--- config.mk ---
export PLATFORM = sky130hd
export DESIGN_NAME = loop_duration_histogram
export DESIGN_NICKNAME = d
export VERILOG_FILES = /design/src/rtl/ldh_pkg.sv /design/src/rtl/ldh_front.sv /design/src/rtl/ldh_fifo.sv /design/src/rtl/ldh_back.sv /design/src/rtl/loop_duration_histogram.sv
export SDC_FILE = /design/constraint.sdc
export NUM_CORES = 2
export LEC_CHECK = 0
export ABC_CLOCK_PERIOD_IN_PS = 9000
export BUFFER_PORTS_ARGS = -buffer_cell sky130_fd_sc_hd__buf_4
export CORE_ASPECT_RATIO = 0.7
export CORE_UTILIZATION = 35
export DETAILED_ROUTE_END_ITERATION = 8
export PLACE_DENSITY = 0.59
export SETUP_SLACK_MARGIN = 0.4
export SLEW_MARGIN = 20
export SYNTH_ARGS = -nofsm -noshare
export SYNTH_HDL_FRONTEND = slang
export SYNTH_SLANG_ARGS = --single-unit
--- constraint.sdc ---
create_clock -name clk_i -period 9 [get_ports clk_i]
set_clock_uncertainty 0.15 [all_clocks]
set_input_delay 1.8 -clock clk_i [delete_from_list [all_inputs] [get_ports clk_i]]
set_output_delay 1.8 -clock clk_i [all_outputs]
set_load 0.01 [all_outputs]
--- src/rtl/ldh_pkg.sv ---
// Shared types, constants and the divide-by-25 step of the loop duration histogram.
package ldh_pkg;

  // Histogram geometry.
  localparam int unsigned NUM_BUCKETS    = 16;
  localparam int unsigned BKT_W          = (NUM_BUCKETS > 1) ? $clog2(NUM_BUCKETS) : 1;
  localparam int unsigned US_PER_BUCKET  = 100;
  localparam int unsigned BKT_SPAN       = NUM_BUCKETS * US_PER_BUCKET;
  localparam int unsigned SPAN_W         = $clog2(BKT_SPAN);

  // Bucket index by reciprocal: x * 655 >> 16 is floor(x / 100) or one less.
  localparam int unsigned RECIP100       = 655;
  localparam int unsigned RECIP100_SHIFT = 16;
  localparam int unsigned XP_W           = SPAN_W + 10;

  // Ticks to microseconds: 200 = 8 * 25, a shift and then a division by 25.
  localparam int unsigned TICK_SHIFT     = 3;
  localparam int unsigned TICK_ODD       = 25;
  localparam int unsigned RECIP25        = 1310;
  localparam int unsigned RECIP25_SHIFT  = 15;
  localparam int unsigned DIV_STAGES     = 8;

  // Microseconds to rounded milliseconds: (d + 500) / 1000 = ((d + 500) >> 3) / 125.
  localparam int unsigned HALF_MS_US     = 500;
  localparam int unsigned MS_SHIFT       = 3;
  localparam int unsigned MS_ODD         = 125;
  localparam longint unsigned RECIP125   = 64'd1099511627;
  localparam int unsigned RECIP125_SHIFT = 37;
  localparam int unsigned Y_W            = 30;
  localparam int unsigned YP_W           = 61;
  localparam int unsigned DUR_W          = 23;

  // Queue between the front and the back.
  localparam int unsigned QDEPTH         = 16;
  localparam int unsigned QPTR_W         = $clog2(QDEPTH);
  localparam int unsigned QCNT_W         = $clog2(QDEPTH + 1);

  // Configuration port.
  localparam int unsigned ADDR_W         = 3;
  localparam logic [ADDR_W-3:0] REG_SLOW_LIMIT = '0;

  typedef enum logic [1:0] {
    OP_START  = 2'd0,
    OP_FINISH = 2'd1,
    OP_READ   = 2'd2,
    OP_NONE   = 2'd3
  } op_e;

  // One event after its timestamp has been converted to microseconds.
  typedef struct packed {
    op_e         op;
    logic [3:0]  sel;
    logic [31:0] us;
  } ldh_item_t;

  typedef struct packed {
    logic             measured;
    logic [DUR_W-1:0] duration_ms;
    logic             slow;
    logic [3:0]       bucket;
    logic [31:0]      bucket_count;
  } ldh_result_t;

  // One byte of long division by 25: returns {quotient byte, remainder}.
  function automatic logic [12:0] div25_step(input logic [4:0] rem, input logic [7:0] byte_in);
    logic [12:0] x;
    logic [23:0] p;
    logic [7:0]  q;
    logic [12:0] r;
    x = {rem, byte_in};
    p = 24'(x) * 24'(RECIP25);
    q = p[RECIP25_SHIFT +: 8];
    r = x - 13'(13'(q) * 13'(TICK_ODD));
    if (r >= 13'(TICK_ODD)) begin
      q = q + 8'd1;
      r = r - 13'(TICK_ODD);
    end
    return {q, r[4:0]};
  endfunction

endpackage

--- src/rtl/ldh_front.sv ---
// Front end: accepts events and converts the timer sample to microseconds in a byte pipeline.
module ldh_front import ldh_pkg::*; (
  input  logic        clk_i,
  input  logic        rst_ni,
  input  logic        valid_i,
  output logic        ready_o,
  input  op_e         op_i,
  input  logic [63:0] timer_i,
  input  logic [3:0]  sel_i,
  input  logic        pop_i,
  output logic        push_o,
  output ldh_item_t   item_o
);

  typedef struct packed {
    op_e         op;
    logic [3:0]  sel;
    logic [4:0]  rem;
    logic [31:0] quo;
    logic [63:0] num;
  } div_stage_t;

  div_stage_t            src     [DIV_STAGES];
  div_stage_t            stage_d [DIV_STAGES];
  div_stage_t            stage_q [DIV_STAGES];
  logic [DIV_STAGES-1:0] vld_q;
  logic [QCNT_W-1:0]     credit_d, credit_q;
  logic                  accept;

  // Credits cover the items in the pipeline and in the queue, so a push never overflows.
  assign ready_o = (credit_q < QCNT_W'(QDEPTH));
  assign accept  = valid_i && ready_o;

  always_comb begin
    logic [12:0] step;
    src[0].op  = op_i;
    src[0].sel = sel_i;
    src[0].rem = '0;
    src[0].quo = '0;
    src[0].num = 64'(timer_i >> TICK_SHIFT);
    for (int k = 1; k < DIV_STAGES; k++) begin
      src[k] = stage_q[k-1];
    end
    for (int k = 0; k < DIV_STAGES; k++) begin
      step           = div25_step(src[k].rem, src[k].num[63:56]);
      stage_d[k]     = src[k];
      stage_d[k].rem = step[4:0];
      stage_d[k].quo = {src[k].quo[23:0], step[12:5]};
      stage_d[k].num = {src[k].num[55:0], 8'h00};
    end
  end

  always_ff @(posedge clk_i) begin
    for (int k = 0; k < DIV_STAGES; k++) begin
      stage_q[k] <= stage_d[k];
    end
  end

  assign credit_d = credit_q + QCNT_W'(accept) - QCNT_W'(pop_i);

  always_ff @(posedge clk_i or negedge rst_ni) begin
    if (!rst_ni) begin
      vld_q    <= '0;
      credit_q <= '0;
    end else begin
      vld_q    <= {vld_q[DIV_STAGES-2:0], accept};
      credit_q <= credit_d;
    end
  end

  assign push_o     = vld_q[DIV_STAGES-1];
  assign item_o.op  = stage_q[DIV_STAGES-1].op;
  assign item_o.sel = stage_q[DIV_STAGES-1].sel;
  assign item_o.us  = stage_q[DIV_STAGES-1].quo;

endmodule

--- src/rtl/ldh_fifo.sv ---
// Queue of converted events between the front end and the histogram back end.
module ldh_fifo import ldh_pkg::*; (
  input  logic      clk_i,
  input  logic      rst_ni,
  input  logic      push_i,
  input  ldh_item_t item_i,
  input  logic      pop_i,
  output logic      valid_o,
  output ldh_item_t item_o
);

  ldh_item_t         mem_q [QDEPTH];
  logic [QPTR_W-1:0] wr_ptr_q, rd_ptr_q;
  logic [QCNT_W-1:0] count_q;

  assign valid_o = (count_q != '0);
  assign item_o  = mem_q[rd_ptr_q];

  always_ff @(posedge clk_i) begin
    if (push_i) begin
      mem_q[wr_ptr_q] <= item_i;
    end
  end

  always_ff @(posedge clk_i or negedge rst_ni) begin
    if (!rst_ni) begin
      wr_ptr_q <= '0;
      rd_ptr_q <= '0;
      count_q  <= '0;
    end else begin
      if (push_i) begin
        wr_ptr_q <= wr_ptr_q + QPTR_W'(1);
      end
      if (pop_i) begin
        rd_ptr_q <= rd_ptr_q + QPTR_W'(1);
      end
      count_q <= count_q + QCNT_W'(push_i) - QCNT_W'(pop_i);
    end
  end

endmodule

--- src/rtl/ldh_back.sv ---
// Back end: arming, duration, bucket selection, histogram update and the output register.
module ldh_back import ldh_pkg::*; (
  input  logic        clk_i,
  input  logic        rst_ni,
  input  logic        valid_i,
  input  ldh_item_t   item_i,
  output logic        pop_o,
  input  logic [31:0] slow_limit_i,
  output logic        valid_o,
  input  logic        ready_i,
  output ldh_result_t result_o
);

  logic              adv;
  logic              armed_q;
  logic [31:0]       last_q;

  // Stage 1: difference against the stored time.
  logic              s1_vld_q;
  op_e               s1_op_q;
  logic [3:0]        s1_sel_q;
  logic              s1_meas_q;
  logic [31:0]       s1_diff_q;

  // Stage 2: reciprocal products.
  logic              s2_vld_q;
  op_e               s2_op_q;
  logic [3:0]        s2_sel_q;
  logic              s2_meas_q;
  logic [Y_W-1:0]    s2_y_q;
  logic [YP_W-1:0]   s2_yprod_q;
  logic              s2_sat_q;
  logic [SPAN_W-1:0] s2_x_q;
  logic [XP_W-1:0]   s2_xprod_q;

  logic              out_vld_q;
  ldh_result_t       out_d, out_q;
  logic [31:0]       hist_q [NUM_BUCKETS];

  logic [Y_W-1:0]    y_d;
  logic [DUR_W-1:0]  q_ms, dur;
  logic [Y_W-1:0]    r_ms;
  logic [BKT_W-1:0]  i0, idx, rd_idx;
  logic [SPAN_W-1:0] r_b;
  logic [31:0]       rd_val, inc_val;
  logic              sel_ok;

  // The whole back end moves together whenever the output register can take a result.
  assign adv   = !out_vld_q || ready_i;
  assign pop_o = adv && valid_i;

  always_ff @(posedge clk_i or negedge rst_ni) begin
    if (!rst_ni) begin
      armed_q   <= 1'b0;
      last_q    <= '0;
      s1_vld_q  <= 1'b0;
      s2_vld_q  <= 1'b0;
      out_vld_q <= 1'b0;
    end else if (adv) begin
      s1_vld_q  <= valid_i;
      s2_vld_q  <= s1_vld_q;
      out_vld_q <= s2_vld_q;
      if (valid_i) begin
        last_q <= item_i.us;
        if (item_i.op == OP_START) begin
          armed_q <= 1'b1;
        end else if (item_i.op == OP_FINISH) begin
          armed_q <= 1'b0;
        end
      end
    end
  end

  assign y_d = Y_W'((33'(s1_diff_q) + 33'(HALF_MS_US)) >> MS_SHIFT);

  always_ff @(posedge clk_i) begin
    if (adv) begin
      s1_op_q    <= item_i.op;
      s1_sel_q   <= item_i.sel;
      s1_meas_q  <= (item_i.op == OP_FINISH) && armed_q;
      s1_diff_q  <= item_i.us - last_q;
      s2_op_q    <= s1_op_q;
      s2_sel_q   <= s1_sel_q;
      s2_meas_q  <= s1_meas_q;
      s2_y_q     <= y_d;
      s2_yprod_q <= YP_W'(y_d) * YP_W'(RECIP125);
      s2_sat_q   <= (s1_diff_q >= 32'(BKT_SPAN));
      s2_x_q     <= SPAN_W'(s1_diff_q);
      s2_xprod_q <= XP_W'(SPAN_W'(s1_diff_q)) * XP_W'(RECIP100);
      out_q      <= out_d;
    end
  end

  // The reciprocal estimates are exact or one short; one remainder compare fixes them.
  always_comb begin
    q_ms    = s2_yprod_q[RECIP125_SHIFT +: DUR_W];
    r_ms    = s2_y_q - Y_W'(Y_W'(q_ms) * Y_W'(MS_ODD));
    dur     = (r_ms >= Y_W'(MS_ODD)) ? q_ms + DUR_W'(1) : q_ms;
    i0      = s2_xprod_q[RECIP100_SHIFT +: BKT_W];
    r_b     = s2_x_q - SPAN_W'(SPAN_W'(i0) * SPAN_W'(US_PER_BUCKET));
    if (s2_sat_q) begin
      idx = BKT_W'(NUM_BUCKETS - 1);
    end else if (r_b >= SPAN_W'(US_PER_BUCKET)) begin
      idx = i0 + BKT_W'(1);
    end else begin
      idx = i0;
    end
    rd_idx  = s2_meas_q ? idx : BKT_W'(s2_sel_q);
    rd_val  = hist_q[rd_idx];
    inc_val = rd_val + 32'd1;
    sel_ok  = (32'(s2_sel_q) < 32'(NUM_BUCKETS));
  end

  always_comb begin
    out_d = '0;
    if (s2_meas_q) begin
      out_d.measured     = 1'b1;
      out_d.duration_ms  = dur;
      out_d.slow         = (32'(dur) > slow_limit_i);
      out_d.bucket       = 4'(idx);
      out_d.bucket_count = inc_val;
    end else if (s2_op_q == OP_READ) begin
      out_d.bucket       = s2_sel_q;
      out_d.bucket_count = sel_ok ? rd_val : 32'd0;
    end
  end

  always_ff @(posedge clk_i or negedge rst_ni) begin
    if (!rst_ni) begin
      for (int b = 0; b < NUM_BUCKETS; b++) begin
        hist_q[b] <= '0;
      end
    end else if (adv && s2_vld_q && s2_meas_q) begin
      hist_q[idx] <= inc_val;
    end
  end

  assign valid_o  = out_vld_q;
  assign result_o = out_q;

endmodule

--- src/rtl/loop_duration_histogram.sv ---
// Top level of the loop duration histogram: stream ports, register port, front, queue, back.
//
//   Channel   Direction  Transfer when            Contents
//   s_axis    in         tvalid & tready          one event: op, timer sample, bucket to read
//   m_axis    out        tvalid & tready          one result per event
//   APB       in/out     psel & penable & pwrite  slow_limit_ms at byte address 0
//
// One event is taken per cycle when the output side keeps up; the front end divides the
// timer sample by 200 in a byte-wise pipeline. The queue holds sixteen events; the input
// stalls only when the pipeline and the queue together hold sixteen. A stalled output
// freezes the back end, and the front keeps filling the queue. Reset clears the histogram,
// the arming flag and the stored time at once.
module loop_duration_histogram import ldh_pkg::*; (
  input  logic              clk_i,
  input  logic              rst_ni,
  input  logic              s_axis_tvalid_i,
  output logic              s_axis_tready_o,
  input  logic [71:0]       s_axis_tdata_i,  // timer_count[63:0], read_bucket[67:64], zero fill
  input  logic [1:0]        s_axis_tuser_i,  // op[1:0]
  output logic              m_axis_tvalid_o,
  input  logic              m_axis_tready_i,
  output logic [63:0]       m_axis_tdata_o,  // duration_ms[22:0], slow[23], bucket[27:24],
                                             // bucket_count[59:28], zero fill
  output logic [0:0]        m_axis_tuser_o,  // measured[0]
  input  logic              psel_i,
  input  logic              penable_i,
  input  logic              pwrite_i,
  input  logic [ADDR_W-1:0] paddr_i,
  input  logic [31:0]       pwdata_i,
  output logic [31:0]       prdata_o,
  output logic              pready_o
);

  logic        [31:0] slow_limit_q;
  logic               push, pop, q_valid;
  ldh_item_t          push_item, q_item;
  ldh_result_t        result;

  assign pready_o = 1'b1;
  assign prdata_o = (paddr_i[ADDR_W-1:2] == REG_SLOW_LIMIT) ? slow_limit_q : 32'd0;

  always_ff @(posedge clk_i or negedge rst_ni) begin
    if (!rst_ni) begin
      slow_limit_q <= '0;
    end else if (psel_i && penable_i && pwrite_i && pready_o &&
                 paddr_i[ADDR_W-1:2] == REG_SLOW_LIMIT) begin
      slow_limit_q <= pwdata_i;
    end
  end

  ldh_front u_front (
    .clk_i   (clk_i),
    .rst_ni  (rst_ni),
    .valid_i (s_axis_tvalid_i),
    .ready_o (s_axis_tready_o),
    .op_i    (op_e'(s_axis_tuser_i)),
    .timer_i (s_axis_tdata_i[63:0]),
    .sel_i   (s_axis_tdata_i[67:64]),
    .pop_i   (pop),
    .push_o  (push),
    .item_o  (push_item)
  );

  ldh_fifo u_fifo (
    .clk_i   (clk_i),
    .rst_ni  (rst_ni),
    .push_i  (push),
    .item_i  (push_item),
    .pop_i   (pop),
    .valid_o (q_valid),
    .item_o  (q_item)
  );

  ldh_back u_back (
    .clk_i        (clk_i),
    .rst_ni       (rst_ni),
    .valid_i      (q_valid),
    .item_i       (q_item),
    .pop_o        (pop),
    .slow_limit_i (slow_limit_q),
    .valid_o      (m_axis_tvalid_o),
    .ready_i      (m_axis_tready_i),
    .result_o     (result)
  );

  assign m_axis_tdata_o = {4'b0000, result.bucket_count, result.bucket, result.slow,
                           result.duration_ms};
  assign m_axis_tuser_o = result.measured;

endmodule

==> impl_results.md <==
* Most frequent CP cell: inv_2
* Fin util at 42.14%
* All-Layer GR Usage at 17.11%
* DR DRC count at 0
* CP Capture Type: flip-flop
* CP Max Fanout at 4
* Tightest Pin Transition at 1.137 ns
* Syn Area/Cell at 11.59 um^2
* Distinct cell type count after synthesis at 100
* Io pins at 216
* Yosys warning count at 0
* Core ar. at 326500 um^2
* Fin. max-slew vios at 0
* Final Cell Area at 137600 um^2
* Antenna-violating nets left at 0
* Post-CTS Hold Buffers at 0
* DIE AREA at 332000 um^2
* Most common cell after layout, fill and taps aside: inv_1
* Status: finished with violations
* Synth Flop Type: edfxtp_1
* Failing checks: negative setup slack
* First-pass GRT wire length at 449.5 mm
* Yosys reg bits at 1775
* Num Clock Sinks at 1775
* Crit path kind: reg -> reg
* Most frequent cells in the layout: inv_1, ha_1, buf_4, edfxtp_1, fa_1
* Vias in the first global route at 79.42k
* Vias/cell at 4.899
* CP arrival at 9.87 ns
* Area delta synth->final at 19.21%
* Final min period at 9.421 ns
* Unrepaired setup endpoints after global routing: yes
* Maxcap violations at 0
* Drt pass-1 iters at 6
* Share of layout cells above drive strength 1 at 20.90%
* Clk root buf: clkbuf_16
* Final global-route overflow total at 0
* Final WL at 282.9 mm
* Slowest stage delay, CP at 0.58 ns
* Asr flop ratio synth at 34.14%
* Final nets at 13.29k
* TritonCTS clock tree: yes
* Clock transition at path regs at 0.07 ns
* Placed cell area at 127300 um^2
* Routed wire length per instance at 18.41 um
* Count of final setup violators at 14
* Dpl hpwl at 204.3 mm
* Post-Place Worst Slack at -0.6935 ns
* Top post-synthesis cells by area: edfxtp_1, ha_1, fa_1
* Initial drt markers at 4944
* Netlist Area Pre-Place at 115400 um^2
* Slew Limit Headroom at 24.05%
* Multi-input logic area at 64880 um^2
* Simple-gate portion of the synthesized area at 6.960%
* Max Freq at 0.1062 GHz
* Row cnt at 175
* Mapped Cells at 9956
* Placed Cells at 14.89k
* CTS Buf Count at 188
* Period utilization at 104.7%
* Area fraction of the dominant cell type after synthesis at 20.35%
* Final hold viol count at 0
* Largest area contributor in the netlist: edfxtp_1
* Post-synthesis mux area share at 6.523%
* GPL Wtd Cong at 0.8931
* Initial core utilization at 35.35%
* Clock Path Buffers at 4
* Post-synth EDFFs at 782
* H-tree levels at 4
* Initial antenna violation count at 8
* Slowest cell on crit path: fa_2
* Layout fillers at 30.21k
* DIE WIDTH at 688.3 um
* Pin count of the biggest net entering global routing at 153
* Via count at 75.28k
* Synth Area in Adders at 29.92%
* Post-synthesis xor/xnor area fraction at 2.854%
* Critical Path Source Type: flip-flop
* Post-synthesis sequential area ratio at 40.20%
* Crit path required time at 9.45 ns
* Compound-Gate Fraction of Synth Area at 6.948%
* Port buffer count at 201
* Worst min path class: reg -> reg
* Final worst slack at -0.4206 ns
* Die H at 482.4 um
* Worst-skew pair later-pin latency at 0.91 ns
* Post-Layout Cell Count at 15.37k
* Largest family of logic cells by synthesized area: adder cells
* Seq. cell area at 46510 um^2
[area by class of cell]
cell class,count,share of cell area (%)
clock buffers,243,3.885
well taps,4336,3.944
multi-input cells,6216,47.16
clock inverters,94,0.7167
inverters,1673,4.576
repair buffers,1026,5.900
flip-flops and latches,1775,33.81
diodes,2,0.003638
[layer usage]
layer | up-vias | wire (um) | part of all wire [%] | global-route usage, %
li1 | 35460 | - | - | -
met1 | 37680 | 136900 | 48 | 25.54
met2 | 1779 | 123700 | 44 | 26.36
met3 | 361 | 16370 | 5.8 | 2.424
met4 | 2 | 5806 | 2.1 | 3.717
met5 | - | 20 | 0.0071 | 0
[worst max-delay path: cells and delay by family (launching register included)]
| family | cells | cell delay (ns) |
|---|---|---|
| AO/OA/AOI/OAI | 11 | 1.99 |
| buffers and inverters | 12 | 1.09 |
| adder cells (fa/ha/maj) | 10 | 4.33 |
| flip-flops | 1 | 0.41 |
| XOR/XNOR | 2 | 0.33 |
| AND/OR/NAND/NOR | 7 | 0.85 |
[cell families (layout without fill, tap and decap cells)]
group                    after synthesis  in the layout
adder cells (fa/ha/maj)             2295           2295
buffers and inverters               1968           3036
flip-flops                          1775           1775
AND/OR/NAND/NOR                     1740           1740
AO/OA/AOI/OAI                       1317           1317
multiplexers                         486            486
XOR/XNOR                             373            373
other                                  2              7
[flip-flops by register name, summed over array words and instances, names as in the netlist, 24 cells and up]
| register | cells |
|---|---|
| u_back.last_q | 32 |
| u_back.s2_y_q | 29 |
| u_back.s2_yprod_q | 24 |
| u_back.hist_q | 512 |
| u_fifo.mem_q | 608 |
| slow_limit_q | 32 |
| u_back.result_o | 61 |
| u_front.stage_q | 387 |
| u_back.s1_diff_q | 32 |
[metrics by stage]
step	hold WS (ns)	TNS, ns
final	0.09128	-2.863
after global routing	0.09456	-11.11
after CTS	0.09295	-2.569
after floorplan	0.1595	0
after detailed placement	0.1621	-10.46
after global placement	0.1596	-5.017
[cell usage after synthesis, types with 116 or more instances]
cell type  number
dfxtp_1       387
mux4_2        200
edfxtp_1      782
mux2i_1       158
fa_1          774
nand3_1       116
xnor2_1       279
dfrtp_1       606
nor2_1        532
ha_1         1521
nand2_1       567
clkbuf_1      194
mux2_2        128
a21oi_1       470
o21ai_0       348
inv_1        1672
[what timing repair did]
item | CTS | global route
setup endpoints to repair | 81 | 85
buffers inserted | 80 | 59
pin swaps | 266 | 264
gates resized for setup | 347 | 295
gates cloned | 0 | 0
[path summary, 6_finish.rpt]
check / end / slack, ns / depth (start not counted) / startpoint
worst max-delay path: u_back.s2_yprod_q[50] / -0.42 / 42 / u_back.s1_diff_q[5]
worst min-delay path: u_front.stage_q[1][192] / 0.09 / 0 / u_front.stage_q[1][93]
worst max register to register: u_back.s2_yprod_q[50] / -0.42 / 42 / u_back.s1_diff_q[5]
worst min register to register: u_front.stage_q[1][192] / 0.09 / 0 / u_front.stage_q[1][93]
max in group asynchronous: u_back.hist_q[242] / 6.30 / 2 / rst_ni
min in group asynchronous: u_back.hist_q[56] / 0.82 / 1 / rst_ni
Power is not shown: default switching activity piles up to over one toggle a cycle in this logic, so the estimate is an artifact.
